## src/rtl/rrts_pkg.sv

```systemverilog
// Shared types and codes for the round-robin tick scheduler.
package rrts_pkg;

    typedef enum logic [0:0] {
        OP_ARRIVE = 1'b0,
        OP_TICK   = 1'b1
    } op_code_t;

    typedef enum logic [1:0] {
        EV_RUNNING  = 2'd0,
        EV_FINISHED = 2'd1,
        EV_IDLE     = 2'd2,
        EV_REJECT   = 2'd3
    } ev_kind_t;

    typedef enum logic [1:0] {
        BK_IDLE,
        BK_FETCH,
        BK_EXEC
    } bk_state_t;

    // Classified command handed from the front end to the back end.
    typedef struct packed {
        logic        is_tick;
        logic [7:0]  job_id;
        logic [15:0] burst;
    } cmd_t;

    // One ready-queue entry.
    typedef struct packed {
        logic [7:0]  id;
        logic [15:0] rem;
    } entry_t;

    typedef struct packed {
        ev_kind_t    kind;
        logic [7:0]  job;
        logic [31:0] stamp;
        logic        last;
    } result_t;

    // Results written together into the output buffer in the same cycle.
    typedef struct packed {
        logic    push;
        logic    two;
        result_t first;
        result_t second;
    } res_push_t;

    localparam logic [15:0] MIN_BURST   = 16'd1;
    localparam logic [7:0]  MIN_QUANTUM = 8'd1;
    localparam logic [7:0]  SLICE_MAX   = 8'd255;

endpackage

```

## src/rtl/rrts_front.sv

```systemverilog
// Front end: accepts input items, classifies them and queues commands.
module rrts_front (
    input  logic           aclk,
    input  logic           aresetn,
    input  logic           s_tvalid,
    output logic           s_tready,
    input  logic [23:0]    s_tdata,   // [7:0] job_id, [23:8] burst_length
    input  logic [0:0]     s_tuser,   // [0] opcode
    output logic           cmd_valid,
    output rrts_pkg::cmd_t cmd,
    input  logic           cmd_pop
);
    import rrts_pkg::*;

    cmd_t        ent_reg [2];
    logic        wr_ptr_reg, wr_ptr_next;
    logic        rd_ptr_reg, rd_ptr_next;
    logic [1:0]  cnt_reg, cnt_next;
    logic        push;
    cmd_t        in_cmd;

    assign s_tready  = (cnt_reg != 2'd2);
    assign push      = s_tvalid && s_tready;
    assign cmd_valid = (cnt_reg != 2'd0);
    assign cmd       = ent_reg[rd_ptr_reg];

    // A zero burst is treated as one unit of work.
    always_comb begin
        in_cmd.is_tick = (s_tuser == OP_TICK);
        in_cmd.job_id  = s_tdata[7:0];
        in_cmd.burst   = (s_tdata[23:8] == 16'd0) ? MIN_BURST : s_tdata[23:8];
    end

    always_comb begin
        wr_ptr_next = push ? ~wr_ptr_reg : wr_ptr_reg;
        rd_ptr_next = cmd_pop ? ~rd_ptr_reg : rd_ptr_reg;
        cnt_next    = cnt_reg + {1'b0, push} - {1'b0, cmd_pop};
    end

    always_ff @(posedge aclk) begin
        if (!aresetn) begin
            wr_ptr_reg <= 1'b0;
            rd_ptr_reg <= 1'b0;
            cnt_reg    <= 2'd0;
        end else begin
            wr_ptr_reg <= wr_ptr_next;
            rd_ptr_reg <= rd_ptr_next;
            cnt_reg    <= cnt_next;
        end
    end

    always_ff @(posedge aclk) begin
        if (push) begin
            ent_reg[wr_ptr_reg] <= in_cmd;
        end
    end

endmodule

```

## src/rtl/rrts_core.sv

```systemverilog
// Back end: ready queue, running job, slice accounting and event generation.
module rrts_core #(
    parameter int QUEUE_DEPTH = 16
) (
    input  logic                aclk,
    input  logic                aresetn,
    input  logic                cfg_valid,
    output logic                cfg_ready,
    input  logic [7:0]          cfg_data,
    input  logic                cmd_valid,
    input  rrts_pkg::cmd_t      cmd,
    output logic                cmd_pop,
    input  logic                out_empty,
    output rrts_pkg::res_push_t res
);
    import rrts_pkg::*;

    localparam int AW = (QUEUE_DEPTH > 1) ? $clog2(QUEUE_DEPTH) : 1;
    localparam int CW = $clog2(QUEUE_DEPTH + 1);
    localparam int SW = AW + 1;

    entry_t      queue_mem [QUEUE_DEPTH];
    entry_t      rd_data_reg;
    logic        mem_we;
    entry_t      mem_wdata;

    bk_state_t   state_reg, state_next;
    logic [AW-1:0] head_reg, head_next;
    logic [CW-1:0] count_reg, count_next;
    logic [7:0]  cur_id_reg, cur_id_next;
    logic [15:0] cur_rem_reg, cur_rem_next;
    logic [7:0]  slice_reg, slice_next;
    logic        cur_valid_reg, cur_valid_next;
    logic        requeue_reg, requeue_next;
    logic [31:0] sys_time_reg, sys_time_next;
    logic [7:0]  quantum_reg, quantum_next;

    logic [SW-1:0] tail_sum;
    logic [AW-1:0] tail;
    logic [AW-1:0] head_inc;
    logic        q_full, q_nonempty;
    logic        take_item;
    logic        pop_rq, pop_new, do_pop;
    logic [7:0]  eff_id;
    logic [15:0] eff_rem;
    logic [7:0]  eff_slice;
    logic        eff_valid;
    logic [15:0] rem_dec;
    logic [7:0]  slice_inc;
    logic [7:0]  quantum_eff;

    assign cfg_ready = 1'b1;

    assign tail_sum   = SW'(head_reg) + SW'(count_reg);
    assign tail       = (tail_sum >= SW'(QUEUE_DEPTH)) ?
                        AW'(tail_sum - SW'(QUEUE_DEPTH)) : AW'(tail_sum);
    assign head_inc   = (head_reg == AW'(QUEUE_DEPTH - 1)) ? '0 : head_reg + AW'(1);
    assign q_full     = (count_reg == CW'(QUEUE_DEPTH));
    assign q_nonempty = (count_reg != '0);
    assign take_item  = cmd_valid && out_empty;

    // A job whose slice ran out is swapped with the queue head; with an
    // empty queue it keeps running on a fresh slice.
    assign pop_rq    = requeue_reg && q_nonempty;
    assign pop_new   = !cur_valid_reg && q_nonempty;
    assign do_pop    = pop_rq || pop_new;
    assign eff_id    = do_pop ? rd_data_reg.id : cur_id_reg;
    assign eff_rem   = do_pop ? rd_data_reg.rem : cur_rem_reg;
    assign eff_slice = (do_pop || requeue_reg) ? 8'd0 : slice_reg;
    assign eff_valid = cur_valid_reg || do_pop;
    assign rem_dec   = (eff_rem != 16'd0) ? eff_rem - 16'd1 : 16'd0;
    assign slice_inc = (eff_slice < SLICE_MAX) ? eff_slice + 8'd1 : eff_slice;
    assign quantum_eff = (quantum_reg == 8'd0) ? MIN_QUANTUM : quantum_reg;

    always_comb begin
        state_next = state_reg;
        unique case (state_reg)
            BK_IDLE: begin
                if (take_item && cmd.is_tick) begin
                    state_next = BK_FETCH;
                end
            end
            BK_FETCH: state_next = BK_EXEC;
            BK_EXEC:  state_next = BK_IDLE;
            default:  state_next = BK_IDLE;
        endcase
    end

    always_comb begin
        head_next      = head_reg;
        count_next     = count_reg;
        cur_id_next    = cur_id_reg;
        cur_rem_next   = cur_rem_reg;
        slice_next     = slice_reg;
        cur_valid_next = cur_valid_reg;
        requeue_next   = requeue_reg;
        sys_time_next  = sys_time_reg;
        quantum_next   = cfg_valid ? cfg_data : quantum_reg;
        cmd_pop        = 1'b0;
        mem_we         = 1'b0;
        mem_wdata      = '{id: cmd.job_id, rem: cmd.burst};
        res            = '0;
        unique case (state_reg)
            BK_IDLE: begin
                if (take_item && !cmd.is_tick) begin
                    cmd_pop = 1'b1;
                    if (q_full) begin
                        res.push  = 1'b1;
                        res.first = '{kind: EV_REJECT, job: cmd.job_id,
                                      stamp: sys_time_reg, last: 1'b1};
                    end else begin
                        mem_we     = 1'b1;
                        count_next = count_reg + CW'(1);
                    end
                end
            end
            BK_FETCH: begin
            end
            BK_EXEC: begin
                cmd_pop       = 1'b1;
                sys_time_next = sys_time_reg + 32'd1;
                requeue_next  = 1'b0;
                if (do_pop) begin
                    head_next = head_inc;
                end
                if (pop_new) begin
                    count_next = count_reg - CW'(1);
                end
                // The preempted job goes behind every job queued meanwhile;
                // the head was already read, so a full queue cannot overflow.
                if (pop_rq) begin
                    mem_we    = 1'b1;
                    mem_wdata = '{id: cur_id_reg, rem: cur_rem_reg};
                end
                res.push = 1'b1;
                if (eff_valid) begin
                    cur_id_next = eff_id;
                    res.first   = '{kind: EV_RUNNING, job: eff_id,
                                    stamp: sys_time_reg, last: 1'b1};
                    if (rem_dec == 16'd0) begin
                        res.two         = 1'b1;
                        res.first.last  = 1'b0;
                        res.second      = '{kind: EV_FINISHED, job: eff_id,
                                            stamp: sys_time_reg + 32'd1, last: 1'b1};
                        cur_valid_next  = 1'b0;
                        cur_rem_next    = 16'd0;
                        slice_next      = 8'd0;
                    end else begin
                        cur_valid_next = 1'b1;
                        cur_rem_next   = rem_dec;
                        slice_next     = slice_inc;
                        requeue_next   = (slice_inc >= quantum_eff);
                    end
                end else begin
                    res.first = '{kind: EV_IDLE, job: 8'd0,
                                  stamp: sys_time_reg, last: 1'b1};
                end
            end
            default: begin
            end
        endcase
    end

    always_ff @(posedge aclk) begin
        if (!aresetn) begin
            state_reg     <= BK_IDLE;
            head_reg      <= '0;
            count_reg     <= '0;
            cur_id_reg    <= 8'd0;
            cur_rem_reg   <= 16'd0;
            slice_reg     <= 8'd0;
            cur_valid_reg <= 1'b0;
            requeue_reg   <= 1'b0;
            sys_time_reg  <= 32'd0;
            quantum_reg   <= MIN_QUANTUM;
        end else begin
            state_reg     <= state_next;
            head_reg      <= head_next;
            count_reg     <= count_next;
            cur_id_reg    <= cur_id_next;
            cur_rem_reg   <= cur_rem_next;
            slice_reg     <= slice_next;
            cur_valid_reg <= cur_valid_next;
            requeue_reg   <= requeue_next;
            sys_time_reg  <= sys_time_next;
            quantum_reg   <= quantum_next;
        end
    end

    // Ready queue storage: one write port at the tail, registered head read.
    always_ff @(posedge aclk) begin
        if (mem_we) begin
            queue_mem[tail] <= mem_wdata;
        end
        rd_data_reg <= queue_mem[head_reg];
    end

    a_count_bound: assert property (@(posedge aclk) disable iff (!aresetn)
        count_reg <= CW'(QUEUE_DEPTH))
        else $error("ready queue count exceeds depth");

    a_requeue_running: assert property (@(posedge aclk) disable iff (!aresetn)
        requeue_reg |-> cur_valid_reg)
        else $error("requeue pending without a running job");

    a_exec_on_tick: assert property (@(posedge aclk) disable iff (!aresetn)
        (state_reg == BK_EXEC) |-> (cmd_valid && cmd.is_tick && out_empty))
        else $error("tick execution without its command");

    a_push_empty: assert property (@(posedge aclk) disable iff (!aresetn)
        res.push |-> out_empty)
        else $error("results written into a busy output buffer");

endmodule

```

## src/rtl/rrts_outbuf.sv

```systemverilog
// Output buffer: holds up to two results of one item for the result channel.
module rrts_outbuf (
    input  logic                aclk,
    input  logic                aresetn,
    input  rrts_pkg::res_push_t res,
    output logic                out_empty,
    output logic                m_tvalid,
    input  logic                m_tready,
    output logic [39:0]         m_tdata,   // [7:0] event_job, [39:8] event_time
    output logic [1:0]          m_tuser,   // [1:0] event_kind
    output logic                m_tlast    // last_event
);
    import rrts_pkg::*;

    result_t    ent0_reg, ent0_next;
    result_t    ent1_reg, ent1_next;
    logic [1:0] cnt_reg, cnt_next;
    logic       pop;

    assign out_empty = (cnt_reg == 2'd0);
    assign m_tvalid  = !out_empty;
    assign pop       = m_tvalid && m_tready;
    assign m_tdata   = {ent0_reg.stamp, ent0_reg.job};
    assign m_tuser   = ent0_reg.kind;
    assign m_tlast   = ent0_reg.last;

    // Writes only land in an empty buffer, so they never meet a pop.
    always_comb begin
        ent0_next = ent0_reg;
        ent1_next = ent1_reg;
        cnt_next  = cnt_reg;
        if (res.push) begin
            ent0_next = res.first;
            ent1_next = res.second;
            cnt_next  = res.two ? 2'd2 : 2'd1;
        end else if (pop) begin
            ent0_next = ent1_reg;
            cnt_next  = cnt_reg - 2'd1;
        end
    end

    always_ff @(posedge aclk) begin
        if (!aresetn) begin
            cnt_reg <= 2'd0;
        end else begin
            cnt_reg <= cnt_next;
        end
    end

    always_ff @(posedge aclk) begin
        ent0_reg <= ent0_next;
        ent1_reg <= ent1_next;
    end

endmodule

```

## src/rtl/round_robin_tick_scheduler.sv

```systemverilog
// Top level of the round-robin time-slice scheduler.
//
// Input items arrive on the s_ channel. An arrive item (opcode 0) places a
// job with its burst length at the tail of the ready queue, or, when the
// queue is full, yields one rejection event. A tick item (opcode 1) covers
// one time unit and yields a running event, a running and a finished event,
// or an idle event. Events leave on the m_ channel; m_tlast marks the final
// event of an item.
//
// The front end takes an item into a two-entry command queue. The back end
// handles an arrival at issue and takes a tick through issue, a registered
// ready-queue memory read and execute, and starts an item only once the
// output buffer is empty. Every event is registered in the output buffer
// before it reaches m_tvalid. The user must write the quantum on the cfg_
// channel only while idle; the block itself does not enforce this.
//
// Reset empties all queues, stops any running job, clears the time to zero
// and sets the quantum to one. When the receiver stalls, the output buffer
// holds its events and the command queue fills, after which s_tready drops.
module round_robin_tick_scheduler #(
    parameter int QUEUE_DEPTH = 16
) (
    input  logic        aclk,
    input  logic        aresetn,
    input  logic        s_tvalid,
    output logic        s_tready,
    input  logic [23:0] s_tdata,    // [7:0] job_id, [23:8] burst_length
    input  logic [0:0]  s_tuser,    // [0] opcode
    output logic        m_tvalid,
    input  logic        m_tready,
    output logic [39:0] m_tdata,    // [7:0] event_job, [39:8] event_time
    output logic [1:0]  m_tuser,    // [1:0] event_kind
    output logic        m_tlast,    // last_event
    input  logic        cfg_valid,
    output logic        cfg_ready,
    input  logic [7:0]  cfg_data    // quantum
);
    import rrts_pkg::*;

    logic      cmd_valid;
    cmd_t      cmd;
    logic      cmd_pop;
    logic      out_empty;
    res_push_t res;

    // Classification and buffering of incoming items.
    rrts_front u_front (
        .aclk      (aclk),
        .aresetn   (aresetn),
        .s_tvalid  (s_tvalid),
        .s_tready  (s_tready),
        .s_tdata   (s_tdata),
        .s_tuser   (s_tuser),
        .cmd_valid (cmd_valid),
        .cmd       (cmd),
        .cmd_pop   (cmd_pop)
    );

    // Scheduling state and the ready-queue memory.
    rrts_core #(
        .QUEUE_DEPTH (QUEUE_DEPTH)
    ) u_core (
        .aclk      (aclk),
        .aresetn   (aresetn),
        .cfg_valid (cfg_valid),
        .cfg_ready (cfg_ready),
        .cfg_data  (cfg_data),
        .cmd_valid (cmd_valid),
        .cmd       (cmd),
        .cmd_pop   (cmd_pop),
        .out_empty (out_empty),
        .res       (res)
    );

    // Events wait here until the receiver takes them.
    rrts_outbuf u_outbuf (
        .aclk      (aclk),
        .aresetn   (aresetn),
        .res       (res),
        .out_empty (out_empty),
        .m_tvalid  (m_tvalid),
        .m_tready  (m_tready),
        .m_tdata   (m_tdata),
        .m_tuser   (m_tuser),
        .m_tlast   (m_tlast)
    );

endmodule
```

## config.mk

```make
export PLATFORM = sky130hd
export DESIGN_NAME = round_robin_tick_scheduler
export DESIGN_NICKNAME = d
export VERILOG_FILES = /design/src/rtl/rrts_pkg.sv /design/src/rtl/rrts_front.sv /design/src/rtl/rrts_core.sv /design/src/rtl/rrts_outbuf.sv /design/src/rtl/round_robin_tick_scheduler.sv
export SDC_FILE = /design/constraint.sdc
export NUM_CORES = 1
export LEC_CHECK = 0
export ABC_AREA = 0
export BUFFER_PORTS_ARGS = -buffer_cell sky130_fd_sc_hd__buf_2
export CORE_MARGIN = 1
export CORE_UTILIZATION = 57
export DETAILED_ROUTE_END_ITERATION = 8
export GPL_ROUTABILITY_DRIVEN = 0
export PLACE_DENSITY = 0.74
export SLEW_MARGIN = 10
export SYNTH_ARGS = -nofsm -noshare
export SYNTH_HDL_FRONTEND = slang
export SYNTH_SLANG_ARGS = --single-unit
```

## constraint.sdc

```tcl
create_clock -name aclk -period 6.2 [get_ports aclk]
set_input_delay 1.24 -clock aclk [delete_from_list [all_inputs] [get_ports aclk]]
set_output_delay 1.24 -clock aclk [all_outputs]
set_load 0.05 [all_outputs]
```

==> results.sh <==
export IMPL_syn_num_nets=1809
export IMPL_setup_viol=0
export IMPL_synth_xor_area_frac=0.0289
export IMPL_synth_adder_area_share=0.0120
export IMPL_synth_ff_type="edfxtp_1"
export IMPL_synth_top_family_by_area="multiplexers"
export IMPL_htreeDepth=2
export IMPL_grt_max_degree=62
export IMPL_crit_buf_inv=3
export IMPL_avgSynthCellArea_sq_um=15.1
export IMPL_fin_ws_ns=1.37
export IMPL_skew_ns=0.0271
export IMPL_status="finished clean"
export IMPL_slew_headroom=0.113
export IMPL_path_cells="nor4_4 > a21oi_2 > buf_4 > mux2i_1 > ha_1 > or3b_1 > xnor2_1 > or4_1 > a21oi_1 > nand4_1 > o41ai_4 > nand3_2 > buf_4 > inv_2 > nor2_1"
export IMPL_vias=15100
export IMPL_cp_arrival_ns=5.22
export IMPL_ctsRootBufferMaster="clkbuf_16"
export IMPL_hp_start="u_core.cur_id_reg[3]$_SDFFE_PN0P_"
export IMPL_dp_cells=2359
export IMPL_cp_start_kind="flop"
export IMPL_synthesis_area_sq_mm=0.0263
export IMPL_die_y_um=217
export IMPL_avgViaCountPerCell=6.11
export IMPL_postCtsSetupRepairBufs=0
export IMPL_drt_antenna_violating_nets=0
export IMPL_design_area_sq_mm=0.0295
export IMPL_antenna_found_initial=1
export IMPL_r2r_start="u_core.count_reg[1]$_SDFFE_PN0P_"
export IMPL_critPathKind="reg2reg"
export IMPL_insertion_delay_ns=0.64
export IMPL_track_usage=0.248
export IMPL_synth_compound_area_frac=0.0458
export IMPL_irDropWorstVdd_mv=0.322
export IMPL_post_dp_cell_area_sq_mm=0.0275
export IMPL_cpPeakStageDelay_ns=0.50
export IMPL_critPathRequiredTime_ns=6.59
export IMPL_diodes=0
export IMPL_finalNonFillerCells=2475
export IMPL_ios=84
export IMPL_crit_top_cell="buf_4"
export IMPL_rsz0062_at_grt="no"
export IMPL_die_width_um=217
export IMPL_yosys_area_share_simple=0.0947
export IMPL_fmax_mhz=207
export IMPL_syn_instance_count=1747
export IMPL_slowest_stage="nor4_4"
export IMPL_final_max_slew_viol_count=0
export IMPL_clockBufferDepth=3
export IMPL_routed_wirelength_um=57300
export IMPL_final_setup_tns_ns=0
export IMPL_areaGrowthSynthToFinish_pct=11.9
export IMPL_fin_crit_sh=0.779
export IMPL_cts_clk_slew_worst_paths_ns=0.06
export IMPL_power_leakage_nw=9.78
export IMPL_route_detailed_drc=0
export IMPL_yosysWarnings=0
export IMPL_rows=78
export IMPL_final_cell_mix="518 x edfxtp_1, 178 x nand2_1, 120 x mux4_2, 113 x dfxtp_1, 97 x nor2_1"
export IMPL_dp_slack_ns=1.41
export IMPL_p_per_area_mw_per_mm2=380
export IMPL_largest_reg_flops=384
export IMPL_hold_violations=0
export IMPL_cts_buffers=61
export IMPL_cts_sinks=634
export IMPL_drive_above_1_share=0.206
export IMPL_crit_family="simple AND/OR/NAND/NOR gates"
export IMPL_coreArea_sq_mm=0.0455
export IMPL_hp_class="reg2reg"
export IMPL_port_buffers=82
export IMPL_drt_iter0_markers=1570
export IMPL_dp_hpwl_um=33900
export IMPL_critPathMaxFanout=32
export IMPL_worst_pin_slew_ns=1.33
export IMPL_synth_edf_count=518
export IMPL_grt_pass1_wl_um=87300
export IMPL_grt_ovfl_total=0
export IMPL_cts_resized=0
export IMPL_cp_end_kind="flop"
export IMPL_max_cap_violations=0
export IMPL_synthDistinctLibCells=69
export IMPL_start_util=0.579
export IMPL_cts_tree="yes"
export IMPL_muxShareOfSynthArea=0.119
export IMPL_final_nets=1885
export IMPL_min_period_ns=4.83
export IMPL_layout_commonest_cell="edfxtp_1"
export IMPL_ctsHoldBuffers=0
export IMPL_critPathLaunch="u_core.count_reg[1]$_SDFFE_PN0P_"
export IMPL_die_area_sq_mm=0.0471
export IMPL_drtPass1Iterations=6
export IMPL_synth_seq_cells=634
export IMPL_synthArstFlopShare=0
export IMPL_wire_per_inst_um=23.2
export IMPL_ys_seq_area_frac=0.679
export IMPL_grt_pass1_vias=14900
export IMPL_rrSetupSlack_ns=1.37
==> routing by layer <==
| layer | GRT usage | share of wire |
|---|---|---|
| met1 | 0.352 | 0.42 |
| met2 | 0.385 | 0.47 |
| met3 | 0.0502 | 0.087 |
| met4 | 0.0864 | 0.028 |
| met5 | 0 | 0 |
==> layout make-up <==
type | count | area (sq um)
flip-flops and latches | 634 | 17900
repair buffers | 129 | 763
fillers | 3142 | 16000
inverters | 24 | 90.1
well taps | 600 | 751
multi-input cells | 973 | 8000
clock buffers | 80 | 1630
clock inverters | 35 | 344
==> Yosys cell counts (all sizes together) (4+ instances only) <==
| cell type | count | area (sq um) |
|---|---|---|
| and3 | 19 | 119 |
| and2 | 38 | 238 |
| o41ai | 8 | 88.8 |
| o22ai | 4 | 31.3 |
| nand3 | 69 | 350 |
| a31oi | 5 | 31.3 |
| o21ai | 32 | 160 |
| o31ai | 8 | 60.1 |
| nand2b | 5 | 31.3 |
| nor3 | 25 | 140 |
| nor4 | 18 | 134 |
| nor2 | 114 | 428 |
| edfxtp | 518 | 15600 |
| clkbuf | 91 | 342 |
| ha | 22 | 275 |
| a311o | 8 | 80.1 |
| nand2 | 179 | 672 |
| mux4 | 120 | 2700 |
| or4 | 5 | 37.5 |
| a21oi | 51 | 267 |
| dfxtp | 116 | 2320 |
| inv | 22 | 82.6 |
| nand4 | 14 | 87.6 |
| xor2 | 34 | 298 |
| a21o | 4 | 30.0 |
| xnor2 | 53 | 464 |
| buf | 25 | 114 |
| mux2i | 39 | 390 |
| or3 | 15 | 93.8 |
| a22o | 6 | 52.6 |
| nor2b | 13 | 81.3 |
| a21boi | 25 | 188 |
==> per-stage QoR <==
stage           util  hold WS (ns)  total power [mW]
2_1_floorplan      -         0.441              6.93
3_3_place_gp   0.604         0.459              7.53
3_5_place_dp   0.604         0.472              7.59
4_1_cts        0.647         0.486              11.2
5_1_grt        0.648         0.512              11.6
6_report       0.648         0.486              11.2
==> path summary, 6_finish.rpt <==
path,endpoint,cells after the start
worst max-delay path,u_outbuf.m_tlast$_DFFE_PP_,15
worst min register to register,u_core.cur_id_reg[3]$_SDFFE_PN0P_,2
worst max register to register,u_outbuf.m_tlast$_DFFE_PP_,15
worst min-delay path,u_core.cur_id_reg[3]$_SDFFE_PN0P_,2
==> where the power goes <==
group	total, mW	leakage (nW)	switching [mW]	internal (mW)
Combinational	2.24	3.18	1.59	0.650
Sequential	5.31	5.65	0.139	5.17
Clock	3.65	0.959	1.59	2.06
==> worst register-to-register path: stages, from the launching register on <==
cell	delay, ns
dfxtp_1	0.40
nor4_4	0.50
a21oi_2	0.11
buf_4	0.24
mux2i_1	0.31
ha_1	0.39
or3b_1	0.48
xnor2_1	0.17
or4_1	0.49
a21oi_1	0.22
nand4_1	0.20
o41ai_4	0.50
nand3_2	0.12
buf_4	0.27
inv_2	0.14
nor2_1	0.05
==> cell families (layout without fill, tap and decap cells) <==
family                   Yosys count  in the layout
AO/OA/AOI/OAI                    175            175
XOR/XNOR                          87             87
adder cells (fa/ha/maj)           24             24
buffers and inverters            140            268
flip-flops                       634            634
multiplexers                     162            162
other                              1              1
AND/OR/NAND/NOR                  524            524
No activity file was read; power rests on OpenSTA's default activity.
